===== src/rtl/assert_macros.svh =====
// -----------------------------------------------------------------------------
// assert_macros.svh
// Shared concurrent assertion macros for the low-pass filter RTL.
// -----------------------------------------------------------------------------
`ifndef ASSERT_MACROS_SVH
`define ASSERT_MACROS_SVH

// cond must hold at every clock edge outside reset
`define CHK_ALWAYS(label, clk, rst, cond) \
  label: assert property (@(posedge clk) disable iff (rst) (cond)) \
    else $error("assertion failed");

// ante implies cons in the same cycle
`define CHK_SAME(label, clk, rst, ante, cons) \
  label: assert property (@(posedge clk) disable iff (rst) (ante) |-> (cons)) \
    else $error("assertion failed");

// ante implies cons in the next cycle
`define CHK_NEXT(label, clk, rst, ante, cons) \
  label: assert property (@(posedge clk) disable iff (rst) (ante) |=> (cons)) \
    else $error("assertion failed");

`endif


===== src/rtl/dcfl_pkg.sv =====
// -----------------------------------------------------------------------------
// dcfl_pkg
// Constants, tap table and shared types of the dual-channel FIR low-pass.
// -----------------------------------------------------------------------------
package dcfl_pkg;

  localparam int TAP_COUNT_DEF   = 51;
  localparam int SAMPLE_BITS_DEF = 16;

  // taps are signed Q1.17
  localparam int COEF_BITS = 18;
  localparam int FRAC_BITS = COEF_BITS - 1;

  localparam int TABLE_LEN = 51;
  localparam int TAB_IDX_W = 6;
  localparam int TAP_IDX_W = 8;

  localparam logic signed [COEF_BITS-1:0] TAP_TABLE [TABLE_LEN] = '{
    18'sd0,    18'sd22,   18'sd50,   18'sd93,   18'sd155,  18'sd244,
    18'sd364,  18'sd522,  18'sd720,  18'sd962,  18'sd1247, 18'sd1573,
    18'sd1939, 18'sd2338, 18'sd2763, 18'sd3206, 18'sd3656, 18'sd4102,
    18'sd4532, 18'sd4935, 18'sd5299, 18'sd5613, 18'sd5868, 18'sd6056,
    18'sd6171, 18'sd6210, 18'sd6171, 18'sd6056, 18'sd5868, 18'sd5613,
    18'sd5299, 18'sd4935, 18'sd4532, 18'sd4102, 18'sd3656, 18'sd3206,
    18'sd2763, 18'sd2338, 18'sd1939, 18'sd1573, 18'sd1247, 18'sd962,
    18'sd720,  18'sd522,  18'sd364,  18'sd244,  18'sd155,  18'sd93,
    18'sd50,   18'sd22,   18'sd0
  };

  // taps past the end of the table are zero
  function automatic logic signed [COEF_BITS-1:0] tap_coef(
    input logic [TAP_IDX_W-1:0] idx
  );
    logic signed [COEF_BITS-1:0] r;
    r = '0;
    if (idx < TAP_IDX_W'(TABLE_LEN)) begin
      r = TAP_TABLE[idx[TAB_IDX_W-1:0]];
    end
    return r;
  endfunction

  typedef enum logic [1:0] {
    ST_IDLE,
    ST_RUN,
    ST_DRAIN
  } state_t;

  // controls for one multiply-accumulate lane
  typedef struct packed {
    logic clear;   // start of a new item
    logic mul_en;  // read data and tap valid
    logic zero;    // entry not yet filled, use zero
    logic acc_en;  // product register valid
  } mac_ctl_t;

endpackage


===== src/rtl/dual_channel_fir_lowpass_unit.sv =====
// -----------------------------------------------------------------------------
// dual_channel_fir_lowpass_unit
// Dual-channel (red / infrared) symmetric low-pass FIR with fixed Q1.17 taps.
// -----------------------------------------------------------------------------
// Each input transfer carries one red and one infrared sample; each produces
// one output transfer with both filtered values, rounded half up and saturated.
// The delay lines are circular buffers in two RAMs sharing one address. One tap
// per cycle is read from the single read port and fed to a registered
// multiply-accumulate per channel; the sum passes the RAM read register, the
// product register and the accumulator before it is rounded into the output
// register. The next input is taken only once the result has moved to the
// output register, so the block takes no new sample pair while one is in work,
// and it waits while the output register is held by the receiver. A fill count
// makes unwritten entries read as zero, so no clearing pass follows reset.
// -----------------------------------------------------------------------------
`include "assert_macros.svh"

module dual_channel_fir_lowpass_unit #(
  parameter int TAP_COUNT   = dcfl_pkg::TAP_COUNT_DEF,
  parameter int SAMPLE_BITS = dcfl_pkg::SAMPLE_BITS_DEF
) (
  input  logic                          clk,
  input  logic                          rst,
  input  logic                          in_valid,
  output logic                          in_ready,
  input  logic signed [SAMPLE_BITS-1:0] sample_red,
  input  logic signed [SAMPLE_BITS-1:0] sample_ir,
  output logic                          out_valid,
  input  logic                          out_ready,
  output logic signed [SAMPLE_BITS-1:0] filtered_red,
  output logic signed [SAMPLE_BITS-1:0] filtered_ir
);

  localparam int AW = $clog2(TAP_COUNT);
  localparam int FW = $clog2(TAP_COUNT + 1);

  dcfl_pkg::state_t state, state_next;

  logic [AW-1:0] k;
  logic [AW-1:0] wp;
  logic [AW-1:0] rd_addr;
  logic [FW-1:0] fill;

  logic                                  s1_valid;
  logic                                  s1_zero;
  logic                                  p_valid;
  logic signed [dcfl_pkg::COEF_BITS-1:0] s1_tap;

  logic accept;
  logic rd_en;
  logic load_out;

  logic signed [SAMPLE_BITS-1:0] red_rdata, ir_rdata;
  logic signed [SAMPLE_BITS-1:0] red_res, ir_res;

  dcfl_pkg::mac_ctl_t ctl;

  assign accept = in_valid && in_ready;

  always_comb begin
    state_next = state;
    rd_en      = 1'b0;
    load_out   = 1'b0;
    in_ready   = 1'b0;
    unique case (state)
      dcfl_pkg::ST_IDLE: begin
        in_ready = 1'b1;
        if (in_valid) begin
          state_next = dcfl_pkg::ST_RUN;
        end
      end
      dcfl_pkg::ST_RUN: begin
        rd_en = 1'b1;
        if (k == AW'(TAP_COUNT - 1)) begin
          state_next = dcfl_pkg::ST_DRAIN;
        end
      end
      dcfl_pkg::ST_DRAIN: begin
        if (!s1_valid && !p_valid && (!out_valid || out_ready)) begin
          load_out   = 1'b1;
          state_next = dcfl_pkg::ST_IDLE;
        end
      end
      default: state_next = dcfl_pkg::ST_IDLE;
    endcase
  end

  always_ff @(posedge clk) begin
    if (rst) begin
      state     <= dcfl_pkg::ST_IDLE;
      k         <= '0;
      wp        <= '0;
      rd_addr   <= '0;
      fill      <= '0;
      s1_valid  <= 1'b0;
      p_valid   <= 1'b0;
      out_valid <= 1'b0;
    end else begin
      state    <= state_next;
      s1_valid <= rd_en;
      p_valid  <= s1_valid;
      if (accept) begin
        // newest sample is read first, then walk back in age
        rd_addr <= wp;
        k       <= '0;
        wp      <= (wp == AW'(TAP_COUNT - 1)) ? '0 : wp + AW'(1);
        if (fill != FW'(TAP_COUNT)) begin
          fill <= fill + FW'(1);
        end
      end else if (rd_en) begin
        k       <= k + AW'(1);
        rd_addr <= (rd_addr == '0) ? AW'(TAP_COUNT - 1) : rd_addr - AW'(1);
      end
      if (load_out) begin
        out_valid <= 1'b1;
      end else if (out_ready) begin
        out_valid <= 1'b0;
      end
    end
  end

  always_ff @(posedge clk) begin
    if (rd_en) begin
      s1_tap  <= dcfl_pkg::tap_coef(dcfl_pkg::TAP_IDX_W'(k));
      s1_zero <= !(FW'(k) < fill);
    end
    if (load_out) begin
      filtered_red <= red_res;
      filtered_ir  <= ir_res;
    end
  end

  dcfl_ram #(
    .WIDTH (SAMPLE_BITS),
    .DEPTH (TAP_COUNT)
  ) u_red_line (
    .clk   (clk),
    .we    (accept),
    .waddr (wp),
    .wdata (sample_red),
    .re    (rd_en),
    .raddr (rd_addr),
    .rdata (red_rdata)
  );

  dcfl_ram #(
    .WIDTH (SAMPLE_BITS),
    .DEPTH (TAP_COUNT)
  ) u_ir_line (
    .clk   (clk),
    .we    (accept),
    .waddr (wp),
    .wdata (sample_ir),
    .re    (rd_en),
    .raddr (rd_addr),
    .rdata (ir_rdata)
  );

  always_comb begin
    ctl.clear  = accept;
    ctl.mul_en = s1_valid;
    ctl.zero   = s1_zero;
    ctl.acc_en = p_valid;
  end

  dcfl_mac #(
    .TAP_COUNT   (TAP_COUNT),
    .SAMPLE_BITS (SAMPLE_BITS)
  ) u_red_mac (
    .clk    (clk),
    .ctl    (ctl),
    .tap    (s1_tap),
    .sample (red_rdata),
    .result (red_res)
  );

  dcfl_mac #(
    .TAP_COUNT   (TAP_COUNT),
    .SAMPLE_BITS (SAMPLE_BITS)
  ) u_ir_mac (
    .clk    (clk),
    .ctl    (ctl),
    .tap    (s1_tap),
    .sample (ir_rdata),
    .result (ir_res)
  );

  `CHK_SAME(a_idle_empty, clk, rst, in_ready, !s1_valid && !p_valid)
  `CHK_ALWAYS(a_fill_range, clk, rst, fill <= FW'(TAP_COUNT))
  `CHK_ALWAYS(a_ptr_range, clk, rst, wp <= AW'(TAP_COUNT - 1) && rd_addr <= AW'(TAP_COUNT - 1))
  `CHK_NEXT(a_accept_run, clk, rst, accept, state == dcfl_pkg::ST_RUN && k == '0)

endmodule


===== src/rtl/dcfl_ram.sv =====
// -----------------------------------------------------------------------------
// dcfl_ram
// Generic simple dual-port RAM: one write port, one read port, registered read.
// -----------------------------------------------------------------------------
module dcfl_ram #(
  parameter int WIDTH = 16,
  parameter int DEPTH = 51
) (
  input  logic                     clk,
  input  logic                     we,
  input  logic [$clog2(DEPTH)-1:0] waddr,
  input  logic [WIDTH-1:0]         wdata,
  input  logic                     re,
  input  logic [$clog2(DEPTH)-1:0] raddr,
  output logic [WIDTH-1:0]         rdata
);

  logic [WIDTH-1:0] mem [DEPTH];

  always_ff @(posedge clk) begin
    if (we) begin
      mem[waddr] <= wdata;
    end
    if (re) begin
      rdata <= mem[raddr];
    end
  end

endmodule


===== src/rtl/dcfl_mac.sv =====
// -----------------------------------------------------------------------------
// dcfl_mac
// One filter lane: registered multiply, full-width accumulate, round and
// saturate of the final sum.
// -----------------------------------------------------------------------------
module dcfl_mac #(
  parameter int TAP_COUNT   = dcfl_pkg::TAP_COUNT_DEF,
  parameter int SAMPLE_BITS = dcfl_pkg::SAMPLE_BITS_DEF
) (
  input  logic                                  clk,
  input  dcfl_pkg::mac_ctl_t                    ctl,
  input  logic signed [dcfl_pkg::COEF_BITS-1:0] tap,
  input  logic signed [SAMPLE_BITS-1:0]         sample,
  output logic signed [SAMPLE_BITS-1:0]         result
);

  localparam int PW    = SAMPLE_BITS + dcfl_pkg::COEF_BITS;
  localparam int ACC_W = PW + $clog2(TAP_COUNT) + 1;
  localparam int F     = dcfl_pkg::FRAC_BITS;

  localparam logic signed [ACC_W-1:0] HALF   = ACC_W'(64'sd1 <<< (F - 1));
  localparam logic signed [ACC_W-1:0] SAT_HI = ACC_W'((64'sd1 <<< (SAMPLE_BITS - 1)) - 64'sd1);
  localparam logic signed [ACC_W-1:0] SAT_LO = ACC_W'(-(64'sd1 <<< (SAMPLE_BITS - 1)));

  logic signed [PW-1:0]    prod;
  logic signed [ACC_W-1:0] acc;
  logic signed [ACC_W-1:0] rnd;
  logic signed [ACC_W-1:0] shifted;

  always_ff @(posedge clk) begin
    if (ctl.mul_en) begin
      // kept out of a conditional operator so the product stays signed
      if (ctl.zero) begin
        prod <= '0;
      end else begin
        prod <= sample * tap;
      end
    end
    if (ctl.clear) begin
      acc <= '0;
    end else if (ctl.acc_en) begin
      acc <= acc + $signed({{(ACC_W-PW){prod[PW-1]}}, prod});
    end
  end

  // round half up, then saturate
  always_comb begin
    rnd     = acc + HALF;
    shifted = rnd >>> F;
    if (shifted > SAT_HI) begin
      result = {1'b0, {(SAMPLE_BITS-1){1'b1}}};
    end else if (shifted < SAT_LO) begin
      result = {1'b1, {(SAMPLE_BITS-1){1'b0}}};
    end else begin
      result = shifted[SAMPLE_BITS-1:0];
    end
  end

endmodule


===== config.mk =====
export PLATFORM = sky130hd
export DESIGN_NAME = dual_channel_fir_lowpass_unit
export DESIGN_NICKNAME = d
export VERILOG_FILES = /design/src/rtl/dcfl_pkg.sv /design/src/rtl/dual_channel_fir_lowpass_unit.sv /design/src/rtl/dcfl_ram.sv /design/src/rtl/dcfl_mac.sv
export VERILOG_INCLUDE_DIRS = /design/src /design/src/rtl
export SDC_FILE = /design/constraint.sdc
export NUM_CORES = 2
export LEC_CHECK = 0
export BUFFER_PORTS_ARGS = -buffer_cell sky130_fd_sc_hd__buf_4
export CORE_AREA = 5 5 397 399
export CTS_CLUSTER_SIZE = 24
export DETAILED_ROUTE_END_ITERATION = 16
export DIE_AREA = 0 0 402 404
export GPL_ROUTABILITY_DRIVEN = 0
export PLACE_DENSITY = 0.85
export SYNTH_ARGS = -nofsm -noshare
export SYNTH_HDL_FRONTEND = slang
export SYNTH_SLANG_ARGS = --single-unit

===== constraint.sdc =====
create_clock -name clk -period 8.2 [get_ports clk]
set_input_delay 1.64 -clock clk [delete_from_list [all_inputs] [get_ports clk]]
set_output_delay 1.64 -clock clk [all_outputs]
set_load 0.02 [all_outputs]

After elaboration in Yosys (flattened, before gate mapping)

Memory sizes are Yosys's and may differ from the RTL's. A register that Yosys moved wholly into a read port is not among the register bits.
Index checks and enable logic that the tools add are counted.

Logic and storage cells: 77
Bits in registers: 212
ROM bits: 1152
Bits of input ports: 36
RAM bits: 1632
Memories kept: 3
Output and inout bits: 34

Memories:

| name            | depth | width | rd ports | clocked after Yosys merged registers in | wr ports | line           | text |
|---|---|---|---|---|---|---|---|
| (no name shown) | 64    | 18    | 1        | 1                                       | 0        | dcfl_pkg.sv:37 | `r = TAP_TABLE[idx[TAB_IDX_W-1:0]];` |
| u_ir_line.mem   | 51    | 16    | 1        | 1                                       | 1        | dcfl_ram.sv:18 | `logic [WIDTH-1:0] mem [DEPTH];` |
| u_red_line.mem  | 51    | 16    | 1        | 1                                       | 1        | dcfl_ram.sv:18 |  |

Eq/ne operators: 8
Multiplexer cells: 18
Add/subtract/negate cells: 8
Magnitude comparators: 6
Reduce and logical (&&, ||, !) cells: 16
Bitwise gates (word level): 1
Multiply operators: 2

Operator list:

| operator                                                                        | count |
|---|---|
| 41-bit by 18-bit adder with 41-bit output (second input constant)               | 2 |
| 41-bit by 34-bit adder with 41-bit output                                       | 2 |
| 16-bit by 18-bit multiplier with 34-bit output                                  | 2 |
| 24-bit by 16-bit > comparator with 1-bit output (second input constant)         | 2 |
| 24-bit by 16-bit less-than comparator with 1-bit output (second input constant) | 2 |
| 16-bit 2-to-1 mux                                                               | 2 |
| 6-bit 2-to-1 mux                                                                | 4 |
| 6-bit by 1-bit adder with 6-bit output (second input constant)                  | 3 |
| 6-bit == test (second input constant)                                           | 2 |
| 1-bit 2-to-1 mux                                                                | 8 |
| 6-bit inverter with 7-bit output                                                | 1 |
| 6-bit zero test                                                                 | 1 |
| 6-bit less-than comparator                                                      | 1 |
| 6-bit less-than comparator (second input constant)                              | 1 |
| 2-bit 2-to-1 mux                                                                | 3 |
| 2-bit != test (second input constant)                                           | 3 |
| 6-bit != test (second input constant)                                           | 1 |
| 2-bit case mux with 3 select lines                                              | 1 |
| 6-bit by 1-bit subtractor with 6-bit output (second input constant)             | 1 |
| 1-bit zero test                                                                 | 5 |
| 2-bit nonzero test                                                              | 2 |
| 1-bit logical AND                                                               | 3 |
| 3-bit AND reduction                                                             | 1 |
| 2-bit by 1-bit == test with 1-bit output (second input constant)                | 1 |
| 5 further kinds                                                                 | 5 |

Longest topological paths before layout

Word-level depth: 6
Mapped depth: 24
Gate-level depth less buffers: 23

Hierarchy

From an unflattened synthesis, not the netlist that was laid out.

Cell total of the unflattened synthesis: 7235
Area, all modules: 101615.0 µm²

Modules (own cells, without submodules):

| module                        | instances | area an instance (µm²) | seq. area each (µm²) | cells each |
|---|---|---|---|---|
| dcfl_ram                      | 2         | 32135.8                | 24984.0              | 1499 |
| dcfl_mac (u_ir_mac)           | 1         | 16749.8                | 1841.8               | 1945 |
| dcfl_mac (u_red_mac)          | 1         | 16578.4                | 1841.8               | 1893 |
| dual_channel_fir_lowpass_unit | 1         | 4015.1                 | 1961.9               | 399 |

Worst setup path after synthesis

Ideal clock, no wire load.

Path type: reg-to-reg
Start point: register s1_tap[10] (netlist name)
End point: register u_red_mac.prod[32], data pin
Cell stages (with the launch flop): 23
Library setup time: 0.266 ns
Slack: 1.987 ns
Period minus slack after synthesis: 6.213 ns
Required time: 7.934 ns
Buffers on the path: 1
Arrival: 5.947 ns
Cell sequence: edfxtp_1 > clkbuf_1 > nand2_1 > fa_1 > fa_1 > fa_1 > fa_1 > inv_1 > fa_1 > inv_1 > fa_1 > inv_1 > ha_1 > and2_1 > a311oi_1 > a21oi_1 > o211ai_1 > o211ai_1 > a21oi_1 > o21ai_1 > a311oi_1 > xor2_1 > nor2_1

Cells in the longest elaborated chain, start to end: 1

RTL lines:

| item                                           | line                                | text |
|---|---|---|
| start: declaration                             | dual_channel_fir_lowpass_unit.sv:47 | `logic signed [dcfl_pkg::COEF_BITS-1:0] s1_tap;` |
| 16-bit by 18-bit multiplier with 34-bit output | dcfl_mac.sv:36                      | `prod <= sample * tap;` |
| end signal: assignment                         | dcfl_mac.sv:36                      |  |
| end: declaration                               | dcfl_mac.sv:25                      | `logic signed [PW-1:0] prod;` |

No other way between the ends.
A chain may end at the register's enable or synchronous reset.

Worst setup path in the final report

Start point: register s1_tap[8] (netlist name)
End point: register u_red_mac.prod[32], data pin

The elaborated chain is that of the path after synthesis.

==> summary.txt <==
Global route overflow: 0
Worst vdd rail ir drop: 0.403 mV
Syn Inst Count: 6,055
Die area: 0.162 mm2
EDFF count, synth: 1,778
TritonCTS Buffers: 177
Sink Count: 1,889
Synth Register Bits: 1,889
PnR worst setup slack: 1.02 ns
# hold bufs at CTS: 0
Post-synth top area cell: edfxtp_1
GR Util All Layers: 30.7%
CP max-delay cell: edfxtp_1
Fin area: 0.102 mm2
Vias in the first global route: 57,300
Max Slew Vio Count: 0
Largest delay contributor family on the critical path: adder cells
Worst slew margin: 24.6%
Max Cap Viol: 0
CP required: 8.69 ns
Setup TNS: 0 ns
Seq/Total Area, Yosys: 59.8%
Hold Fails Final Rpt: 0
HP Class: reg2reg
Global-route wire length before repair: 372 mm
RSZ-0062 raised after global routing: no
Initial Utilization: 60.6%
Placed cells: 7,951
Mapped Area: 0.0930 mm2
Most frequent CP cell: fa_1
Share of async-settable or async-resettable flops after synthesis: 0%
Initial antenna violation count: 3
Drt total wl: 249 mm
Top-Level Pins: 70
Buffers on Ports: 69
Root buf cell: clkbuf_16
Vias: 56,300
Worst Hold Slack: 0.491 ns
WP data arrival: 7.67 ns
Drt via density: 6.80
DRT Pass-1 Iters: 12
Skew final: 0.0739 ns
Final ANT Viol Nets: 0
Antenna Cells: 0
CP Class: reg2reg
Syn avg cell area: 15.4 um2
H-tree levels: 4
Core footprint: 0.154 mm2
Fin cells: 8,278
Setup crit start kind: flop
Clk_lat worst skew: 0.83 ns
Min Tclk post-route: 7.18 ns
Share of cells above drive strength 1: 16.3%
Area delta synth->final: 9.52%
Synth cell types: 78
Worst-Margin Slew: 1.13 ns
Drc violations: 0
Critical Path End Type: flop
Period utilization: 87.6%
Yosys top cell area share: 57.4%
Die Width: 402 um
Pin count of the biggest net entering global routing: 127
DR WL/cell: 30.1 um
Rows: 144
CTS tree: yes
Most common cell after layout, fill and taps aside: edfxtp_1
Reg clk slew, reported paths: 0.06 ns
Number of DRC markers in iteration 0: 8,435
Die Span Y: 404 um
Power Dens Cells: 306 mW/mm2
Area contributors post-synth: edfxtp_1, mux4_2, fa_1, ha_1, dfxtp_1
Finish-stage setup viols: 0
Bufs and invs on worst path: 4
Final #Nets: 6,785
Max frequency: 139 MHz
Post-detail-place hpwl: 135 mm
Crit-path max FO: 19
Post-CTS Resized: 0
Overall Power: 31.2 mW
Placed Area: 0.0960 mm2
Crit-path cells: buf_4 -> nand2_1 -> fa_1 -> fa_1 -> fa_1 -> fa_1 -> inv_1 -> fa_1 -> inv_1 -> fa_1 -> inv_1 -> ha_1 -> and2_1 -> a311oi_1 -> a21oi_1 -> o211ai_1 -> o211ai_1 -> a21oi_1 -> o21ai_1 -> a311oi_1 -> xor2_1 -> nor2_1
Leakage: 35.9 nW
Commonest cells after routing, fill and taps aside: edfxtp_1, inv_1, mux4_2, nand2_1, ha_1
CTS max path bufs: 3
Dpl ws: 1.23 ns
Synth Warn #: 0
Core Util, Final: 66.3%
Post-CTS Setup Bufs: 0
Critical path's largest stage delay: 0.69 ns
Post-synth top flop: edfxtp_1
Post-synthesis net count: 6,754
Status: finished, final reports clean
[worst min-delay path: cells and delay by family, from the launching register on]
family | cells | cell delay (ns)
flip-flops | 1 | 0.31
AND/OR/NAND/NOR | 1 | 0.08
AO/OA/AOI/OAI | 1 | 0.05
[routing by layer]
layer	track usage, %	share of wire (%)	vias up
met1	39.3	34	28200
met2	50.7	49	4532
met5	0	0.0096	-
met3	6.96	12	966
met4	13.9	5.7	4
li1	-	-	22600
[cell families (layout without fill, tap and decap cells)]
family,Yosys count,in the layout,share of synthesized area (%)
AOI/OAI and AO/OA,708,708,4.83
xor gates and xnor gates,170,170,1.60
adders and majority gates,663,663,11.4
buffers and inverters,772,951,3.16
DFF,1889,1889,59.8
muxes,625,625,12.9
and+or+nand+nor,1228,1228,6.36
[flip-flops by register name, indices dropped and copies added, names as in the netlist]
signal            cells
u_ir_line.mem       816
u_red_line.mem      816
u_ir_mac.acc         41
u_red_mac.acc        41
u_ir_mac.prod        34
u_red_mac.prod       34
filtered_ir          16
filtered_red         16
u_ir_line.rdata      16
u_red_line.rdata     16
s1_tap               13
fill                  6
k                     6
rd_addr               6
wp                    6
state                 2
out_valid             1
p_valid               1
s1_valid              1
s1_zero               1
[Yosys cell counts (all sizes together), types with 64 or more instances]
cell type and n:
edfxtp 1778, inv 458, mux4 449, nand2 380
ha 356, fa 307, nor2 300, clkbuf 248
and2 214, o21ai 213, a21oi 158, mux2i 114
dfxtp 111, xnor2 90, a21o 87, xor2 80
buf 64
[final timing paths]
check / start / end / slack, ns / cells past startpoint
worst min register to register: u_red_mac.acc[14] / u_red_mac.acc[14] / 0.49 / 2
worst max register to register: s1_tap[8] / u_red_mac.prod[32] / 1.02 / 22
worst min-delay path: u_red_mac.acc[14] / u_red_mac.acc[14] / 0.49 / 2
worst max-delay path: s1_tap[8] / u_red_mac.prod[32] / 1.02 / 22
[report_power, final]
| part | switching [mW] | internal [mW] | total [mW] | leakage (nW) |
|---|---|---|---|---|
| Sequential | 0.306 | 11.0 | 11.3 | 17.0 |
| Clock | 3.77 | 4.58 | 8.35 | 2.81 |
| Combinational | 6.66 | 4.88 | 11.5 | 16.1 |
[final cells by class]
cell class,count,area (um2)
tap,2044,2560
sequential,1889,55600
clock inverter,99,1120
fill,9512,51700
clock buffer,228,4700
multi-input combinational,3394,34800
timing repair buffer,164,1290
inverter,460,1730
Power figures use the tool's default switching activity.
